### src/rtl/bsrw_pkg.sv
// Shared types and constants for the bus stall reset watchdog.
package bsrw_pkg;

    localparam int CNT_W     = 16;
    localparam int CFG_IDX_W = 2;

    localparam logic [CNT_W-1:0] SDA_HIGH_LIMIT_RST = 16'd640;
    localparam logic [CNT_W-1:0] SDA_LOW_LIMIT_RST  = 16'd80;
    localparam logic [CNT_W-1:0] REQUEST_LIMIT_RST  = 16'h0008;
    localparam logic [CNT_W-1:0] PULSE_LENGTH_RST   = 16'h000F;

    localparam logic [CFG_IDX_W-1:0] REG_SDA_HIGH_LIMIT = 2'd0;
    localparam logic [CFG_IDX_W-1:0] REG_SDA_LOW_LIMIT  = 2'd1;
    localparam logic [CFG_IDX_W-1:0] REG_REQUEST_LIMIT  = 2'd2;
    localparam logic [CFG_IDX_W-1:0] REG_PULSE_LENGTH   = 2'd3;

    localparam logic [1:0] CAUSE_NONE    = 2'd0;
    localparam logic [1:0] CAUSE_HIGH    = 2'd1;
    localparam logic [1:0] CAUSE_LOW     = 2'd2;
    localparam logic [1:0] CAUSE_REQUEST = 2'd3;

    localparam logic OP_TICK = 1'b0;
    localparam logic OP_EDGE = 1'b1;

    typedef struct packed {
        logic operation;
        logic sda_level;
        logic request_level;
    } item_t;

    typedef struct packed {
        logic       relay_on;
        logic       report_n;
        logic       blocked;
        logic [1:0] cause;
    } result_t;

    typedef struct packed {
        logic [CNT_W-1:0] sda_high_limit;
        logic [CNT_W-1:0] sda_low_limit;
        logic [CNT_W-1:0] request_limit;
        logic [CNT_W-1:0] pulse_length;
    } limits_t;

endpackage

### src/rtl/bsrw_cfg.sv
// Configuration register file holding the four watchdog limits.
module bsrw_cfg
    import bsrw_pkg::*;
(
    input  logic                 clk,
    input  logic                 rst_n,
    input  logic                 cfg_we,
    input  logic [CFG_IDX_W-1:0] cfg_index,
    input  logic [CNT_W-1:0]     cfg_data,
    output limits_t              limits
);

    limits_t limits_reg;

    always_ff @(posedge clk or negedge rst_n)
    begin
        if (!rst_n)
        begin
            limits_reg.sda_high_limit <= SDA_HIGH_LIMIT_RST;
            limits_reg.sda_low_limit  <= SDA_LOW_LIMIT_RST;
            limits_reg.request_limit  <= REQUEST_LIMIT_RST;
            limits_reg.pulse_length   <= PULSE_LENGTH_RST;
        end
        else if (cfg_we)
        begin
            case (cfg_index)
                REG_SDA_HIGH_LIMIT: limits_reg.sda_high_limit <= cfg_data;
                REG_SDA_LOW_LIMIT:  limits_reg.sda_low_limit  <= cfg_data;
                REG_REQUEST_LIMIT:  limits_reg.request_limit  <= cfg_data;
                REG_PULSE_LENGTH:   limits_reg.pulse_length   <= cfg_data;
                default:            limits_reg                <= limits_reg;
            endcase
        end
    end

    assign limits = limits_reg;

endmodule

### config.mk
export PLATFORM = sky130hd
export DESIGN_NAME = bsrw_cfg
export DESIGN_NICKNAME = d
export VERILOG_FILES = /design/src/rtl/bsrw_pkg.sv /design/src/rtl/bsrw_cfg.sv
export SDC_FILE = /design/constraint.sdc
export NUM_CORES = 1
export LEC_CHECK = 0
export BUFFER_PORTS_ARGS = -buffer_cell sky130_fd_sc_hd__buf_2
export CAP_MARGIN = 10
export CORE_ASPECT_RATIO = 1.25
export CORE_MARGIN = 4
export CORE_UTILIZATION = 40
export DETAILED_ROUTE_END_ITERATION = 10
export PLACE_DENSITY = 0.66
export SETUP_SLACK_MARGIN = 0.05
export SYNTH_ARGS = -nofsm -noshare
export SYNTH_HDL_FRONTEND = slang
export SYNTH_SLANG_ARGS = --single-unit
### constraint.sdc
create_clock -name clk -period 0.89 [get_ports clk]
set_input_delay 0.089 -clock clk [delete_from_list [all_inputs] [get_ports clk]]
set_output_delay 0.089 -clock clk [all_outputs]
set_load 0.02 [all_outputs]
==> results.py <==
metrics = {
    "status": {
        "status": "finished with violations",
        "violations": "setup timing",
    },
    "timing": {
        "drv_slew": 0,
        "clock_skew_ps": 0,
        "min_period_ps": 1080,
        "hold_viol_final": 0,
        "timing.hold.ws_ps": 25.36,
        "fmax_mhz": 926.1,
        "finalSetupViolCount": 66,
        "tightest_slew_ps": 335.2,
        "rsz0062_at_grt": "true",
        "fin_crit_sh_pct": 121.3,
        "setup_ws_ps": -189.9,
        "slew-limit-headroom_pct": 77.65,
    },
    "yosys": {
        "ys_seq_area_share_pct": 66.58,
        "ys.warnings.count": 0,
        "ys_ff_latch": 64,
        "netlist_top_cells_area": "dfrtp_1, mux2_2, dfstp_2, nand3b_2, nor3b_4",
        "ys_types": 10,
        "syn-instance-count": 136,
        "synth_top_area_cell": "dfrtp_1",
        "synthesis.area_mm2": 0.002422,
        "synthesis.nets": 157,
        "synth_top_area_share_pct": 56.82,
        "avgSynthCellArea_um2": 17.81,
    },
    "power_and_ir_drop": {
        "power_density_mw_per_mm2": 2441,
        "power.leakage_nw": 1.689,
        "fin_total_pwr_mw": 8.917,
        "ir_worst_vdd_v": 0.001208,
    },
    "critical_path": {
        "path_max_fanout": 2,
        "crit_buf_inv": 1,
        "cpMaxStageDelayCell": "dfstp_2",
        "r2r_end": "limits[41]",
        "critical_path.startpoint_type": "register",
        "timing.rr.start": "limits[41]",
        "crit_start": "limits[0]",
        "path_depth": 1,
        "regToRegSetupSlack_ps": -10,
        "criticalPathCategory": "reg -> out",
        "path_cells": "buf_6",
        "cp.arrival_ps": 990,
        "critical-path-max-stage-delay_ps": 550,
        "endpoint_kind": "primary output",
        "worstSetupEndpoint": "limits[0]",
        "reg2reg_depth": 2,
        "crit_required_ps": 800,
        "worst_path_dominant_cell_family": "flip-flops",
    },
    "global_route": {
        "grt_max_degree": 65,
        "antenna_found_initial": 0,
        "grt_pass1_wl_um": 8404,
        "grt.overflow.total": 0,
        "grt_pass1_vias": 1628,
        "grtUsageTotal_pct": 15.29,
    },
    "clocking": {
        "cts_tree": "yes",
        "clock-sinks": 64,
        "clk_pin_slew_ps": 70,
        "cts_buffers": 9,
        "clk_latency_ps": 330,
        "clockBufferDepth": 2,
        "htree_levels": 3,
        "cts-root-buf": "clkbuf_8",
    },
    "drt": {
        "wl_met2_um": 2384,
        "met1_length_um": 2092,
        "drt_first_pass_iters": 4,
        "ant_nets": 0,
        "via_count": 1526,
        "drcViolationCount": 0,
        "highest_layer": "met4",
        "wl_um": 5066,
        "drtIter0Drc": 50,
        "dr_wl_met3_um": 501,
        "route.detailed.wl_per_inst_um": 15.68,
        "vias_per_cell": 4.724,
    },
    "placement": {
        "io_buffer_count": 84,
        "dp_slack_ps": -276.3,
        "gp_congestion": 0.6574,
        "dp_hpwl_um": 3257,
        "dpl_cell_area_mm2": 0.003025,
    },
    "cells_and_area": {
        "area_growth_pct": 50.83,
        "most-common-layout-cells": "buf_6, mux2_2, dfrtp_1",
        "stdcell_area_mm2": 0.003654,
        "nets": 257,
        "layout-drive-gt1-share_pct": 75.93,
        "layout_commonest_cell": "buf_6",
        "largest_register_ffs": 64,
        "antenna_cells": 0,
    },
    "floorplanning": {
        "dieArea_mm2": 0.007373,
        "rows": 31,
        "initial_core_util_pct": 41.36,
        "ioPinCount": 85,
        "die_w_um": 77.61,
        "core_mm2": 0.005857,
        "die_y_um": 95.01,
    },
    "job": {
        "maxCapViolations": 0,
    },
    "hold_path": {
        "hold_class": "in -> reg",
    },
}
-- metrics by stage --
stage	cells	setup TNS [ps]	utilization, %
after floorplan	136	-1556	-
after CTS	322	-6161	62.06
after detailed placement	303	-12810	51.66
after global placement	303	-11950	51.66
after global routing	323	-7545	62.38
final	323	-4610	62.38
-- worst reg2reg max path, delay by kind of cell, from the launching register on --
kind	cells	cell delay [ps]
buf+inv	1	140
flops	1	390
mux	1	260
-- area by class of cell --
| class | instances | area, µm² |
|---|---|---|
| Clock buffer | 13 | 158.9 |
| Multi-Input combinational cell | 68 | 800.8 |
| Fill cell | 438 | 2203 |
| Timing Repair Buffer | 93 | 960.9 |
| Sequential cell | 64 | 1613 |
| Clock inverter | 3 | 17.52 |
| Tap cell | 82 | 102.6 |
-- metal layers --
layer | track usage (%) | vias up
li1 | - | 690
met1 | 18.29 | 760
met2 | 22.93 | 68
met3 | 7.443 | 8
met4 | 7.567 | 0
met5 | 0 | -
-- power breakdown --
part,switching (mW),internal [mW]
Combinational,1.24,1.58
Clock,1.02,1.15
Sequential,0.389,3.52
-- cell usage after synthesis (all sizes together) --
library cell	n
mux2	64
nand3b	2
dfstp	9
clkbuf	1
buf	3
dfrtp	55
nand3	1
nor3b	1
-- cell families after synthesis --
| family | after synthesis | share of synthesized area [%] |
|---|---|---|
| buf+inv | 4 | 1.549 |
| flops | 64 | 66.58 |
| mux | 64 | 29.75 |
| simple gates | 4 | 2.118 |
-- worst min path at each step --
stage / cells past startpoint / start / slack (ps) / to
finish: 2 / cfg_data[8] / 30 / limits[24]
global route: 2 / cfg_data[13] / 10 / limits[61]
CTS: 2 / cfg_data[13] / 5 / limits[61]
detailed placement: 2 / rst_n / 130 / limits[14]
global placement: 2 / rst_n / 130 / limits[11]
floorplan: 0 / rst_n / -210 / limits[10]
-- timing repair --
item                                    CTS  global route
buffers inserted                          2             1
endpoints found under the hold margin    55             0
endpoints found under the setup margin   64            66
gates resized for setup                 130             3
cloned                                    0             0
hold buffers                              1             0
Note: power is estimated with default switching activity, not from simulation.
