--- src/rtl/bsrw_pkg.sv ---
// Shared types and constants for the bus stall reset watchdog.
package bsrw_pkg;

    localparam int CNT_W     = 16;
    localparam int CFG_IDX_W = 2;

    localparam logic [CNT_W-1:0] SDA_HIGH_LIMIT_RST = 16'd640;
    localparam logic [CNT_W-1:0] SDA_LOW_LIMIT_RST  = 16'd80;
    localparam logic [CNT_W-1:0] REQUEST_LIMIT_RST  = 16'h0008;
    localparam logic [CNT_W-1:0] PULSE_LENGTH_RST   = 16'h000F;

    localparam logic [CFG_IDX_W-1:0] REG_SDA_HIGH_LIMIT = 2'd0;
    localparam logic [CFG_IDX_W-1:0] REG_SDA_LOW_LIMIT  = 2'd1;
    localparam logic [CFG_IDX_W-1:0] REG_REQUEST_LIMIT  = 2'd2;
    localparam logic [CFG_IDX_W-1:0] REG_PULSE_LENGTH   = 2'd3;

    localparam logic [1:0] CAUSE_NONE    = 2'd0;
    localparam logic [1:0] CAUSE_HIGH    = 2'd1;
    localparam logic [1:0] CAUSE_LOW     = 2'd2;
    localparam logic [1:0] CAUSE_REQUEST = 2'd3;

    localparam logic OP_TICK = 1'b0;
    localparam logic OP_EDGE = 1'b1;

    typedef struct packed {
        logic operation;
        logic sda_level;
        logic request_level;
    } item_t;

    typedef struct packed {
        logic       relay_on;
        logic       report_n;
        logic       blocked;
        logic [1:0] cause;
    } result_t;

    typedef struct packed {
        logic [CNT_W-1:0] sda_high_limit;
        logic [CNT_W-1:0] sda_low_limit;
        logic [CNT_W-1:0] request_limit;
        logic [CNT_W-1:0] pulse_length;
    } limits_t;

endpackage

--- src/rtl/bsrw_core.sv ---
// Watchdog state registers and the single-pass update for one word.
module bsrw_core
    import bsrw_pkg::*;
(
    input  logic    clk,
    input  logic    rst_n,
    input  logic    step,
    input  item_t   item,
    input  limits_t limits,
    output result_t status_next
);

    logic [CNT_W-1:0] high_count_reg, high_count_next;
    logic [CNT_W-1:0] low_count_reg, low_count_next;
    logic [CNT_W-1:0] request_count_reg, request_count_next;
    logic [CNT_W-1:0] pulse_count_reg, pulse_count_next;
    logic             block_reg, block_next;
    logic [1:0]       cause_reg, cause_next;
    logic             relay_reg, relay_next;
    logic             report_reg, report_next;

    always_comb
    begin
        high_count_next    = high_count_reg;
        low_count_next     = low_count_reg;
        request_count_next = request_count_reg;
        pulse_count_next   = pulse_count_reg;
        block_next         = block_reg;
        cause_next         = cause_reg;
        relay_next         = relay_reg;
        report_next        = report_reg;

        if (step)
        begin
            if (item.operation == OP_EDGE)
            begin
                if (!block_reg)
                begin
                    high_count_next    = '0;
                    low_count_next     = '0;
                    request_count_next = '0;
                end
            end
            else
            begin
                // The request check runs first and can block the data-line check.
                if (!item.request_level && !block_next)
                begin
                    if (request_count_reg < limits.request_limit)
                    begin
                        request_count_next = request_count_reg + 16'd1;
                    end
                    else
                    begin
                        cause_next         = CAUSE_REQUEST;
                        block_next         = 1'b1;
                        pulse_count_next   = '0;
                        request_count_next = '0;
                    end
                end

                if (item.sda_level && !block_next)
                begin
                    if (high_count_reg < limits.sda_high_limit)
                    begin
                        high_count_next = high_count_reg + 16'd1;
                    end
                    else
                    begin
                        cause_next       = CAUSE_HIGH;
                        block_next       = 1'b1;
                        pulse_count_next = '0;
                        high_count_next  = '0;
                    end
                end
                else if (!item.sda_level && !block_next)
                begin
                    if (low_count_reg < limits.sda_low_limit)
                    begin
                        low_count_next = low_count_reg + 16'd1;
                    end
                    else
                    begin
                        cause_next       = CAUSE_LOW;
                        block_next       = 1'b1;
                        pulse_count_next = '0;
                        low_count_next   = '0;
                    end
                end

                if (cause_next != CAUSE_NONE)
                begin
                    if (relay_reg)
                    begin
                        pulse_count_next = pulse_count_next + 16'd1;
                        if (pulse_count_next > limits.pulse_length)
                        begin
                            relay_next  = 1'b0;
                            cause_next  = CAUSE_NONE;
                            block_next  = 1'b0;
                            report_next = 1'b1;
                        end
                    end
                    else
                    begin
                        relay_next       = 1'b1;
                        pulse_count_next = '0;
                        report_next      = 1'b0;
                    end
                end
            end
        end
    end

    always_ff @(posedge clk or negedge rst_n)
    begin
        if (!rst_n)
        begin
            high_count_reg    <= '0;
            low_count_reg     <= '0;
            request_count_reg <= '0;
            pulse_count_reg   <= '0;
            block_reg         <= 1'b0;
            cause_reg         <= CAUSE_NONE;
            relay_reg         <= 1'b0;
            report_reg        <= 1'b1;
        end
        else
        begin
            high_count_reg    <= high_count_next;
            low_count_reg     <= low_count_next;
            request_count_reg <= request_count_next;
            pulse_count_reg   <= pulse_count_next;
            block_reg         <= block_next;
            cause_reg         <= cause_next;
            relay_reg         <= relay_next;
            report_reg        <= report_next;
        end
    end

    assign status_next.relay_on = relay_next;
    assign status_next.report_n = report_next;
    assign status_next.blocked  = block_next;
    assign status_next.cause    = cause_next;

endmodule

--- config.mk ---
export PLATFORM = sky130hd
export DESIGN_NAME = bsrw_core
export DESIGN_NICKNAME = d
export VERILOG_FILES = /design/src/rtl/bsrw_pkg.sv /design/src/rtl/bsrw_core.sv
export SDC_FILE = /design/constraint.sdc
export NUM_CORES = 1
export LEC_CHECK = 0
export ABC_AREA = 1
export BUFFER_PORTS_ARGS = -buffer_cell sky130_fd_sc_hd__buf_2
export CORE_MARGIN = 1.5
export CORE_UTILIZATION = 55
export CTS_BUF_LIST = sky130_fd_sc_hd__clkbuf_8
export DETAILED_ROUTE_END_ITERATION = 8
export PLACE_DENSITY = 0.77
export SETUP_SLACK_MARGIN = 0.05
export SLEW_MARGIN = 25
export SYNTH_ARGS = -nofsm -noshare
export SYNTH_HDL_FRONTEND = slang
export SYNTH_SLANG_ARGS = --single-unit
--- constraint.sdc ---
create_clock -name clk -period 4.75 [get_ports clk]
set_input_delay 0.7125 -clock clk [delete_from_list [all_inputs] [get_ports clk]]
set_output_delay 0.7125 -clock clk [all_outputs]
set_load 0.005 [all_outputs]
==> flow_metrics.env <==
export IMPL_status="complete, but fails checks"
export IMPL_violations="setup timing"
export IMPL_numCtsBuffers=9
export IMPL_endpoint_kind="output port"
export IMPL_fin_crit_sh=1.11
export IMPL_die_height_microns=106
export IMPL_period_minus_slack_ps=5280
export IMPL_internal_power_uw=1180
export IMPL_placed_area_sq_um=6880
export IMPL_wl_per_cell_microns=13.3
export IMPL_grt_antenna_before_repair=0
export IMPL_synth_area_leader_cell="dfrtp_1"
export IMPL_ir_drop_v=0.000202
export IMPL_pin_count=75
export IMPL_grt_first_pass_wirelength_mm=25.2
export IMPL_fmax_mhz=189
export IMPL_initial_core_util=0.565
export IMPL_dr_pass1_iters=5
export IMPL_crit_end="status_next[2]"
export IMPL_pwr_share_comb=0.319
export IMPL_synthTopCellsByCount="168 x nand2_1, 147 x inv_1, 82 x nor2_1"
export IMPL_final_nets=1089
export IMPL_die_w_microns=106
export IMPL_dieArea_sq_um=11200
export IMPL_hold_viol=0
export IMPL_drt_iter0_drc=237
export IMPL_crit_type="input port to output port"
export IMPL_fin_skew_ps=15.7
export IMPL_cts_sinks=69
export IMPL_grt_max_degree=39
export IMPL_cp_arrival_ps=4560
export IMPL_synthArstFlopShare=1.00
export IMPL_final_area_sq_um=7360
export IMPL_drt_drc_violations_left=0
export IMPL_p_per_area_nw_per_um2=246
export IMPL_maxSlewViolCount=0
export IMPL_htree_levels=3
export IMPL_drt_total_wl_mm=14.5
export IMPL_place_ws_ps=-629
export IMPL_syn_to_final_growth_pct=26.2
export IMPL_reg2reg_slack_ps=570
export IMPL_yosysMostFrequentCell="nand2_1"
export IMPL_synth_seq_area_share=0.296
export IMPL_track_usage=0.277
export IMPL_cp_startpoint="limits[27]"
export IMPL_clk_latency_ps=370
export IMPL_sw_frac_of_total=0.346
export IMPL_yosysUniqueCellTypes=47
export IMPL_port_buffers=74
export IMPL_seqPwrFrac=0.385
export IMPL_dp_cells=1067
export IMPL_synth_edf_count=0
export IMPL_drive_above_1_share=0.265
export IMPL_setup_violations=5
export IMPL_tritoncts="done"
export IMPL_clockRootBuffer="clkbuf_8"
export IMPL_overflow=0
export IMPL_ant_nets=0
export IMPL_hold_path_class="input port to async pin"
export IMPL_total_power_uw=1810
export IMPL_synth_fp_nets=946
export IMPL_switchingPower_uw=626
export IMPL_final_cells=1094
export IMPL_hpwl_mm=11.0
export IMPL_leakagePower_uw=0.00380
export IMPL_antenna_cells=0
export IMPL_yosys_warnings=0
export IMPL_synth_flop_cell="dfrtp_1"
export IMPL_grt_pass1_vias=5736
export IMPL_core_sq_um=10300
export IMPL_cp_max_fo=5
export IMPL_path_clk_slew_ps=80
export IMPL_synth_area_sq_um=5830
export IMPL_fin_ws_ps=-527
export IMPL_critical_path_startpoint_type="input port"
export IMPL_synth_top_area_share=0.292
export IMPL_p_clk_frac=0.297
export IMPL_rsz0062_at_grt="yes"
export IMPL_rr_worst_depth=24
export IMPL_slew_headroom=0.416
export IMPL_max_cap_viol_count=0
export IMPL_required_ps=4040
export IMPL_synth_seq_cells=69
export IMPL_rows=37
export IMPL_avgViaCountPerCell=5.25
export IMPL_tightest_slew_ps=872
export IMPL_rr_endpoint="report_reg$_DFF_PN1_"
export IMPL_synth_area_top_cells="dfrtp_1 29%, ha_1 14%, nand2_1 11%, inv_1 9.5%, nor2_1 5.3%"
export IMPL_postSynthCellCount=811
export IMPL_vias=5742
export IMPL_r2r_start="request_count_reg[15]$_DFFE_PN0P_"
export IMPL_globalplace_congestion=0.935
export IMPL_fin_setup_tns_ps=-2240
export IMPL_cts_path_max_buffers=2
export IMPL_avgSynthCellArea_sq_um=7.19
## repair_timing
item                       4_1_cts  5_1_grt
pin swaps                        5        3
gates cloned                     1        0
hold endpoints to repair         0        0
buffers inserted                 8        3
gates resized for setup         16       20
setup endpoints to repair        5        5
hold buffers                     0        0
## cell usage in the layout, fill, tap and decap left out, drive strengths merged, types with 2 or more instances in the layout
cell      Yosys  final
and2          6      6
nor4          5      5
or2           6      6
inv         155    155
buf          10    145
nand4        16     17
clkbuf        4      9
nor3         27     27
ha           65     65
xor2         17     17
o21a          2      2
nor3b         8      8
a2bb2oi       2      2
clkinv        1      3
nand3        40     40
dfrtp        68     68
o22ai         8      8
xnor2         6      6
a211oi        4      4
nand2       178    178
o21ai        37     37
o32ai         2      2
bufinv        0      2
nor2        100    100
a21oi        37     37
clkinvlp      0      2
## power by group through the flow
stage | clock network (uW) | registers, uW | logic [uW]
after floorplan | 0 | 692 | 342
after global placement | 0 | 700 | 485
after detailed placement | 0 | 703 | 513
after CTS | 546 | 694 | 543
after global routing | 561 | 701 | 652
final | 537 | 696 | 576
## cells by family (layout without fill, tap and decap cells)
| family | count (synthesis) | count (layout) | share of synthesized area |
|---|---|---|---|
| xor+xnor | 23 | 23 | 0.0371 |
| compound gates | 96 | 96 | 0.0910 |
| flops | 69 | 69 | 0.296 |
| buf+inv | 170 | 316 | 0.115 |
| simple gates | 388 | 389 | 0.321 |
| fa+ha+maj | 65 | 65 | 0.139 |
## area by class of cell
class | count | area (sq um)
timing repair buffer | 145 | 942
sequential | 69 | 1730
clock buffer | 9 | 124
clock inverter | 6 | 88.8
inverter | 156 | 603
fill | 826 | 2960
multi-input combinational | 573 | 3700
tap | 136 | 170
## per-stage QoR
| step | hold WS [ps] | utilization |
|---|---|---|
| floorplan | 417 | - |
| global placement | 469 | 0.666 |
| detailed placement | 474 | 0.666 |
| CTS | 413 | 0.702 |
| global route | 457 | 0.713 |
| finish | 404 | 0.713 |
## layer usage
metal / wire length (microns) / global-route usage / part of all wire / up-vias
met5: 0 / 0 / 0 / -
met1: 6020 / 0.329 / 0.41 / 2664
met2: 7360 / 0.497 / 0.51 / 163
met3: 708 / 0.0466 / 0.049 / 37
met4: 421 / 0.113 / 0.029 / 0
li1: - / - / - / 2878
## critical path: stages
cell	delay, ps
buf_6	100
inv_12	30
ha_4	260
nand2_2	60
o21bai_1	160
a21oi_2	170
nor2_4	70
nand2_4	110
nand2_8	90
nand4_4	160
buf_4	140
nand3_1	70
nor2_2	150
inv_1	130
nor2_1	190
nand3_1	140
and2_1	190
ha_1	320
nand4_1	150
nor4_2	220
nand2_1	80
nand2_1	70
o21ai_2	70
or2_4	250
nor2_4	100
o32ai_2	80
buf_4	180
buf_6	110
## worst min path at each step
stage / from / endpoint / cells past startpoint
after detailed placement: pulse_count_reg[10]$_DFFE_PN0P_ / pulse_count_reg[10]$_DFFE_PN0P_ / 2
after global routing: rst_n / low_count_reg[13]$_DFFE_PN0P_ / 1
after floorplan: rst_n / block_reg$_DFF_PN0_ / 0
after CTS: rst_n / high_count_reg[2]$_DFFE_PN0P_ / 1
final: rst_n / high_count_reg[6]$_DFFE_PN0P_ / 1
after global placement: pulse_count_reg[14]$_DFFE_PN0P_ / pulse_count_reg[14]$_DFFE_PN0P_ / 2
No activity file was read; power rests on OpenSTA's default activity.
